==> config.mk <==
export PLATFORM = sky130hd
export DESIGN_NAME = telemetry_frame_decoder_top
export DESIGN_NICKNAME = d
export VERILOG_FILES = /design/src/hdl/tfd_pkg.sv /design/src/hdl/tfd_in_stage.sv /design/src/hdl/tfd_frame_accum.sv /design/src/hdl/tfd_result_reg.sv /design/src/hdl/telemetry_frame_decoder_top.sv
export SDC_FILE = /design/constraint.sdc
export NUM_CORES = 1
export LEC_CHECK = 0
export ABC_AREA = 1
export CAP_MARGIN = 25
export CORE_ASPECT_RATIO = 0.7
export CORE_UTILIZATION = 45
export CTS_BUF_LIST = sky130_fd_sc_hd__clkbuf_4
export DETAILED_ROUTE_END_ITERATION = 8
export DONT_BUFFER_PORTS = 1
export PLACE_DENSITY_LB_ADDON = 0.08
export RECOVER_POWER = 50
export SYNTH_ARGS = -nofsm -noshare
export SYNTH_HDL_FRONTEND = slang
export SYNTH_SLANG_ARGS = --single-unit
==> constraint.sdc <==
create_clock -name aclk -period 4.8 [get_ports aclk]
set_input_delay 0.48 -clock aclk [delete_from_list [all_inputs] [get_ports aclk]]
set_output_delay 0.48 -clock aclk [all_outputs]
set_load 0.03 [all_outputs]
==> src/hdl/tfd_pkg.sv <==
// shared types and constants of the telemetry frame decoder
// no dependencies
package tfd_pkg;

    localparam int DATA_W     = 8;
    localparam int COUNT_W    = 5;
    localparam int COORD_W    = 32;
    localparam int HEADING_W  = 16;
    localparam int SUM_W      = 8;
    localparam int CFG_IDX_W  = 1;
    localparam int M_TDATA_W  = 2 * COORD_W + HEADING_W;

    localparam logic [DATA_W-1:0]    HDR_BYTE     = 8'h55;
    localparam logic [DATA_W-1:0]    TRL_BYTE     = 8'hFF;
    localparam logic [COUNT_W-1:0]   HB_LAST_POS  = 5'd3;
    localparam logic [COUNT_W-1:0]   TM_LAST_POS  = 5'd14;
    localparam logic [COUNT_W-1:0]   SUM_POS      = 5'd12;
    localparam logic [HEADING_W-1:0] HEADING_MAX  = 16'd36000;

    localparam logic [COORD_W-1:0]   LAT_LIMIT_RST = 32'd900000000;
    localparam logic [COORD_W-1:0]   LON_LIMIT_RST = 32'd1800000000;

    localparam logic [CFG_IDX_W-1:0] REG_LATITUDE_LIMIT  = 1'b0;
    localparam logic [CFG_IDX_W-1:0] REG_LONGITUDE_LIMIT = 1'b1;

    typedef enum logic [1:0] {
        KIND_REJECT    = 2'd0,
        KIND_HEARTBEAT = 2'd1,
        KIND_TELEMETRY = 2'd2
    } frame_kind_t;

    typedef struct packed {
        logic [DATA_W-1:0] data_byte;
        logic              end_of_datagram;
    } byte_item_t;

    typedef struct packed {
        frame_kind_t          frame_kind;
        logic [COORD_W-1:0]   latitude_raw;
        logic [COORD_W-1:0]   longitude_raw;
        logic [HEADING_W-1:0] heading_raw;
    } verdict_t;

endpackage

==> src/hdl/tfd_in_stage.sv <==
// input register of the frame decoder, holds one byte transaction
// depends on tfd_pkg
module tfd_in_stage
    import tfd_pkg::*;
(
    input  logic              aclk,
    input  logic              aresetn,
    input  logic              s_tvalid,
    output logic              s_tready,
    input  logic [DATA_W-1:0] s_tdata,
    input  logic              s_tlast,
    input  logic              take,
    output logic              item_valid,
    output byte_item_t        item
);

    logic       valid_reg;
    logic       valid_next;
    byte_item_t item_reg;

    assign s_tready   = !valid_reg || take;
    assign item_valid = valid_reg;
    assign item       = item_reg;

    always_comb begin
        valid_next = valid_reg;
        if (s_tready) begin
            valid_next = s_tvalid;
        end
    end

    always_ff @(posedge aclk) begin
        if (!aresetn) begin
            valid_reg <= 1'b0;
        end else begin
            valid_reg <= valid_next;
        end
    end

    always_ff @(posedge aclk) begin
        if (s_tready && s_tvalid) begin
            item_reg.data_byte       <= s_tdata;
            item_reg.end_of_datagram <= s_tlast;
        end
    end

endmodule

==> src/hdl/tfd_frame_accum.sv <==
// per-datagram state, limit registers and the verdict logic
// depends on tfd_pkg
module tfd_frame_accum
    import tfd_pkg::*;
(
    input  logic                 aclk,
    input  logic                 aresetn,
    input  logic                 step,
    input  byte_item_t           item,
    input  logic                 cfg_valid,
    input  logic [CFG_IDX_W-1:0] cfg_index,
    input  logic [COORD_W-1:0]   cfg_data,
    output verdict_t             verdict
);

    logic [COUNT_W-1:0]   count_reg,    count_next;
    logic [SUM_W-1:0]     sum_reg,      sum_next;
    logic [COORD_W-1:0]   lat_reg,      lat_next;
    logic [COORD_W-1:0]   lon_reg,      lon_next;
    logic [HEADING_W-1:0] hdg_reg,      hdg_next;
    logic [SUM_W-1:0]     rx_sum_reg,   rx_sum_next;
    logic                 hdr_ok_reg,   hdr_ok_next;
    logic                 stail_ok_reg, stail_ok_next;
    logic                 ltail_ok_reg, ltail_ok_next;
    logic [COORD_W-1:0]   lat_limit_reg;
    logic [COORD_W-1:0]   lon_limit_reg;
    logic [DATA_W-1:0]    b;
    logic [COUNT_W-1:0]   pos;
    logic                 is_hb;
    logic                 is_tm;

    assign b   = item.data_byte;
    assign pos = count_reg;

    always_comb begin
        count_next    = count_reg;
        sum_next      = sum_reg;
        lat_next      = lat_reg;
        lon_next      = lon_reg;
        hdg_next      = hdg_reg;
        rx_sum_next   = rx_sum_reg;
        hdr_ok_next   = hdr_ok_reg;
        stail_ok_next = stail_ok_reg;
        ltail_ok_next = ltail_ok_reg;
        if (!pos[COUNT_W-1]) begin
            count_next = pos + 5'd1;
            if (pos < SUM_POS) begin
                sum_next = sum_reg + b;
            end
            if (pos < 5'd2 && b != HDR_BYTE) begin
                hdr_ok_next = 1'b0;
            end
            if ((pos == 5'd2 || pos == 5'd3) && b != TRL_BYTE) begin
                stail_ok_next = 1'b0;
            end
            if (pos >= 5'd2 && pos <= 5'd5) begin
                lat_next = {lat_reg[COORD_W-DATA_W-1:0], b};
            end else if (pos >= 5'd6 && pos <= 5'd9) begin
                lon_next = {lon_reg[COORD_W-DATA_W-1:0], b};
            end else if (pos == 5'd10 || pos == 5'd11) begin
                hdg_next = {hdg_reg[HEADING_W-DATA_W-1:0], b};
            end else if (pos == SUM_POS) begin
                rx_sum_next = b;
            end else if ((pos == 5'd13 || pos == 5'd14) && b != TRL_BYTE) begin
                ltail_ok_next = 1'b0;
            end
        end
    end

    assign is_hb = (pos == HB_LAST_POS) && hdr_ok_next && stail_ok_next;
    assign is_tm = (pos == TM_LAST_POS) && hdr_ok_next && ltail_ok_next
                   && (rx_sum_next == sum_next)
                   && (lat_next <= lat_limit_reg)
                   && (lon_next <= lon_limit_reg)
                   && (hdg_next <= HEADING_MAX);

    always_comb begin
        verdict.frame_kind    = KIND_REJECT;
        verdict.latitude_raw  = '0;
        verdict.longitude_raw = '0;
        verdict.heading_raw   = '0;
        if (is_hb) begin
            verdict.frame_kind = KIND_HEARTBEAT;
        end else if (is_tm) begin
            verdict.frame_kind    = KIND_TELEMETRY;
            verdict.latitude_raw  = lat_next;
            verdict.longitude_raw = lon_next;
            verdict.heading_raw   = hdg_next;
        end
    end

    always_ff @(posedge aclk) begin
        if (!aresetn || (step && item.end_of_datagram)) begin
            count_reg    <= '0;
            sum_reg      <= '0;
            lat_reg      <= '0;
            lon_reg      <= '0;
            hdg_reg      <= '0;
            rx_sum_reg   <= '0;
            hdr_ok_reg   <= 1'b1;
            stail_ok_reg <= 1'b1;
            ltail_ok_reg <= 1'b1;
        end else if (step) begin
            count_reg    <= count_next;
            sum_reg      <= sum_next;
            lat_reg      <= lat_next;
            lon_reg      <= lon_next;
            hdg_reg      <= hdg_next;
            rx_sum_reg   <= rx_sum_next;
            hdr_ok_reg   <= hdr_ok_next;
            stail_ok_reg <= stail_ok_next;
            ltail_ok_reg <= ltail_ok_next;
        end
    end

    always_ff @(posedge aclk) begin
        if (!aresetn) begin
            lat_limit_reg <= LAT_LIMIT_RST;
            lon_limit_reg <= LON_LIMIT_RST;
        end else if (cfg_valid) begin
            unique case (cfg_index)
                REG_LATITUDE_LIMIT:  lat_limit_reg <= cfg_data;
                REG_LONGITUDE_LIMIT: lon_limit_reg <= cfg_data;
                default: ;
            endcase
        end
    end

endmodule

==> src/hdl/tfd_result_reg.sv <==
// output register for one verdict transaction
// depends on tfd_pkg
module tfd_result_reg
    import tfd_pkg::*;
(
    input  logic                 aclk,
    input  logic                 aresetn,
    input  logic                 load,
    input  verdict_t             verdict,
    output logic                 out_free,
    output logic                 m_tvalid,
    input  logic                 m_tready,
    output logic [M_TDATA_W-1:0] m_tdata,
    output logic [1:0]           m_tuser
);

    logic     valid_reg;
    logic     valid_next;
    verdict_t data_reg;

    assign out_free = !valid_reg || m_tready;
    assign m_tvalid = valid_reg;
    assign m_tdata  = {data_reg.heading_raw, data_reg.longitude_raw, data_reg.latitude_raw};
    assign m_tuser  = data_reg.frame_kind;

    always_comb begin
        valid_next = valid_reg;
        if (load) begin
            valid_next = 1'b1;
        end else if (m_tready) begin
            valid_next = 1'b0;
        end
    end

    always_ff @(posedge aclk) begin
        if (!aresetn) begin
            valid_reg <= 1'b0;
        end else begin
            valid_reg <= valid_next;
        end
    end

    always_ff @(posedge aclk) begin
        if (load) begin
            data_reg <= verdict;
        end
    end

endmodule

==> src/hdl/telemetry_frame_decoder_top.sv <==
// path: the final byte sits in the input register, its verdict then shows on m_ from the
// result register; non-final bytes give no transaction
// throughput: one byte per cycle; a final byte waits while m_ holds a stalled result
// reset: aresetn synchronous active low; clears frame state and valids,
// limits return to 900000000 and 1800000000
module telemetry_frame_decoder_top
    import tfd_pkg::*;
(
    input  logic                 aclk,
    input  logic                 aresetn,
    input  logic                 s_tvalid,
    output logic                 s_tready,
    input  logic [DATA_W-1:0]    s_tdata,   // [7:0] data_byte
    input  logic                 s_tlast,
    output logic                 m_tvalid,
    input  logic                 m_tready,
    output logic [M_TDATA_W-1:0] m_tdata,   // [31:0] latitude_raw, [63:32] longitude_raw,
                                            // [79:64] heading_raw
    output logic [1:0]           m_tuser,   // [1:0] frame_kind
    input  logic                 cfg_valid,
    output logic                 cfg_ready,
    input  logic [CFG_IDX_W-1:0] cfg_index,
    input  logic [COORD_W-1:0]   cfg_data
);

    logic       item_valid;
    byte_item_t item;
    logic       out_free;
    logic       take;
    verdict_t   verdict;

    assign cfg_ready = 1'b1;
    assign take      = item_valid && (!item.end_of_datagram || out_free);

    tfd_in_stage u_in (
        .aclk       (aclk),
        .aresetn    (aresetn),
        .s_tvalid   (s_tvalid),
        .s_tready   (s_tready),
        .s_tdata    (s_tdata),
        .s_tlast    (s_tlast),
        .take       (take),
        .item_valid (item_valid),
        .item       (item)
    );

    tfd_frame_accum u_accum (
        .aclk      (aclk),
        .aresetn   (aresetn),
        .step      (take),
        .item      (item),
        .cfg_valid (cfg_valid),
        .cfg_index (cfg_index),
        .cfg_data  (cfg_data),
        .verdict   (verdict)
    );

    tfd_result_reg u_out (
        .aclk     (aclk),
        .aresetn  (aresetn),
        .load     (take && item.end_of_datagram),
        .verdict  (verdict),
        .out_free (out_free),
        .m_tvalid (m_tvalid),
        .m_tready (m_tready),
        .m_tdata  (m_tdata),
        .m_tuser  (m_tuser)
    );

endmodule

==> out/results.ini <==
[run_status]
status = finished with violations
failed_checks = max-capacitance violations, max-slew violations

[floorplanning]
start_util_pct = 46.3
core_sq_mm = 0.0304
num_rows = 53
ioPinCount = 132
die-width_um = 213
dieArea_sq_mm = 0.0320
die_h_um = 150

[sta]
rsz0062_at_grt = no
fin_skew_ns = 0.0430
fin_crit_sh_pct = 88.6
tightest_slew_ns = 2.05
setup_slack_ns = 0.545
finalHoldViolCount = 0
post-route-min-period_ns = 4.25
tns_ns = 0
setup_violations = 0
max_freq_ghz = 0.235
report.final.slew_viol_count = 67
max-slew-margin-rel_pct = -36.7

[cells_and_area]
final_util_pct = 51.2
finalNetCount = 1908
drive_gt1_share_pct = 14.3
area_delta_synth_final_pct = 10.5
largest_register_ffs = 80

[yosys]
ys_seq_area_share_pct = 43.6
synth_edf_count = 91
yosysTopAreaCell = dfxtp_1
avgSynthCellArea_sq_um = 8.07
synth.area.top_cells = dfxtp_1 24%, edfxtp_1 19%, inv_1 8.8%
synthFlopType = dfxtp_1
async_flop_share_pct = 0
synth_top_area_share_pct = 24.2
synth_cells = 1744
yosys.cell_types.count = 48
yosysWarnings = 0
synth_area_sq_mm = 0.0141
yosys_register_bits = 261
syn-num-nets = 1866

[placement]
hpwl_um = 24700
portBuffers = 0
dp_slack_ns = 0.392
gp_congestion = 0.874

[detailed_routing]
drt_wl_total_um = 36000
drtAntennaViolNets = 0
wl_per_cell_um = 16.0
viasPerCell = 5.04
vias = 11300
drc = 0
dr.pass1.iters = 5
drtIter0Drc = 820

[cts]
clk_latency_ns = 0.74
cts_sinks = 261
post_cts_buffers = 0
htreeDepth = 3
tritoncts = done
root_buffer = clkbuf_4
clk_pin_slew_worst_paths_ns = 0.06
clock_path_buffers = 3
numCtsBuffers = 69

[critical_path]
reg2reg_to = u_out.m_tdata[38]
rr_startpoint = u_accum.count_reg[4]
slowest_delay_ns = 0.47
setup.worst_path.start = u_accum.count_reg[4]
cp_data_arrival_time_ns = 4.71
crit_slowest_cell = buf_6
end_kind = flip-flop
critPathLaunchType = flip-flop
critPathKind = flip-flop to flip-flop
crit_chain = nor2_2 -> inv_2 -> nor3_1 -> a21o_1 -> buf_12 -> nand2_1 -> o21ai_0 -> inv_1 -> ha_1 -> nand2_1 -> nor2_1 -> nand2_1 -> nor3_1 -> nand2_1 -> nand2_1 -> nand2_1 -> nand2_1 -> nor2_1 -> nand3_4 -> buf_6 -> nor3_2
reg2reg_depth = 21
cpMostUsedCell = nand2_1
required_ns = 5.26
worstSetupEndpoint = u_out.m_tdata[38]
r2r_slack_ns = 0.55
crit_fanout = 64

[global_routing]
track_usage_pct = 23.3
grt_overflow = 0
grt_pass1_wl_um = 57200
antenna_found_initial = 3
grt_pass1_vias = 10400
grt_max_degree = 82

[power]
pwr_density_cell_mw_per_mm2 = 334
leakage_uw = 0.00764
ir_drop_uv = 254

[flow_run]
drv_cap = 1

[worst_hold_path]
hp-class = input pin to flip-flop

## final cells by class
type | instances | area [sq um]
antenna | 3 | 7.51
clock inverter | 18 | 96.3
multi-input combinational | 1047 | 6090
fill | 3036 | 14800
inverter | 347 | 1310
clock buffer | 102 | 766
tap | 412 | 515
timing repair buffer | 60 | 618
sequential | 261 | 6140
## cells in the mapped netlist (3+ instances only)
master	count
a21oi_1	154
buf_1	4
buf_12	8
buf_2	12
buf_4	4
buf_6	5
clkbuf_1	55
dfxtp_1	170
edfxtp_1	91
ha_1	74
inv_1	330
inv_2	15
nand2_1	313
nand2_2	15
nand3_1	44
nand3_2	10
nand4_1	10
nor2_1	54
nor2_2	4
nor3_1	9
nor3_2	79
o211ai_1	44
o21a_1	5
o21ai_0	190
o21ai_1	13
or2_2	4
xnor2_1	3
## layer usage
| metal | wire length (um) | up-vias | part of all wire [%] | GRT usage [%] |
|---|---|---|---|---|
| met3 | 2340 | 64 | 6.5 | 5.65 |
| met5 | 0 | - | 0 | 0 |
| met2 | 13900 | 318 | 39 | 31.3 |
| met4 | 796 | 0 | 2.2 | 7.54 |
| li1 | - | 5794 | - | - |
| met1 | 19000 | 5154 | 53 | 35.7 |
## through the flow
| stage | cells | instance area [sq um] | hold slack, ns | total power [uW] |
|---|---|---|---|---|
| floorplan | 1744 | 14100 | 0.435 | 3060 |
| global placement | 2080 | 14200 | 0.451 | 3210 |
| global route | 2250 | 15500 | 0.0458 | 5490 |
| CTS | 2246 | 15500 | 0.0129 | 5260 |
| finish | 2250 | 15500 | 0.0630 | 5200 |
| detailed placement | 2081 | 14200 | 0.455 | 3230 |
## worst max-delay path: cells and delay by family, from the launching register on
kind,cells,cell delay (ns)
AO/OA/AOI/OAI,2,0.45
buffers and inverters,4,0.94
AND/OR/NAND/NOR,14,1.75
adder cells (fa/ha/maj),1,0.32
flip-flops,1,0.42
## worst min path at each step
| stage | start | to | slack (ns) | depth (start not counted) |
|---|---|---|---|---|
| 2_1_floorplan | u_accum.lon_limit_reg[10] | u_accum.lon_limit_reg[10] | 0.44 | 2 |
| 3_3_place_gp | u_accum.lon_limit_reg[4] | u_accum.lon_limit_reg[4] | 0.45 | 2 |
| 3_5_place_dp | u_accum.lon_limit_reg[5] | u_accum.lon_limit_reg[5] | 0.45 | 2 |
| 4_1_cts | aresetn | u_accum.lon_limit_reg[12] | 0.01 | 2 |
| 5_1_grt | aresetn | u_accum.lat_limit_reg[28] | 0.05 | 2 |
| 6_report | aresetn | u_accum.lon_limit_reg[12] | 0.06 | 2 |
## cells by family after synthesis
family                   count (synthesis)  synth area share (%)
XOR/XNOR                                 4                 0.249
buffers and inverters                  436                  13.2
flip-flops                             261                  43.6
adder cells (fa/ha/maj)                 75                  6.72
AO/OA/AOI/OAI                          413                  15.7
other                                    1                0.0267
AND/OR/NAND/NOR                        554                  20.5
## layout by cell type (no fill, tap or decap), types with 5 or more instances in the layout
cell type	netlist	final
o21ai_0	190	195
a21oi_1	154	154
nand2_2	15	16
o21a_1	5	5
nand2_1	313	312
nand3_2	10	9
inv_1	330	330
clkbuf_4	0	102
nand4_1	10	10
o211ai_1	44	44
dlygate4sd3_1	0	44
dfxtp_1	170	170
nand3_1	44	44
buf_4	4	10
nor3_2	79	79
ha_1	74	74
inv_2	15	18
o21ai_1	13	8
nor3_1	9	9
clkinv_1	0	11
edfxtp_1	91	91
nor2_1	54	54
## where the power goes
| group | leakage (uW) | switching [uW] | internal, uW | total [uW] |
|---|---|---|---|---|
| Combinational | 0.00488 | 482 | 248 | 730 |
| Clock | 0.000525 | 944 | 1030 | 1970 |
| Sequential | 0.00224 | 103 | 2400 | 2500 |
## repair_timing
| item | in CTS | in global routing |
|---|---|---|
| resized for setup | 0 | 1 |
| setup endpoints to repair | 0 | 49 |
| hold buffers | 45 | 0 |
| hold endpoints to repair | 75 | 0 |
(Power assumes the default switching activity.)
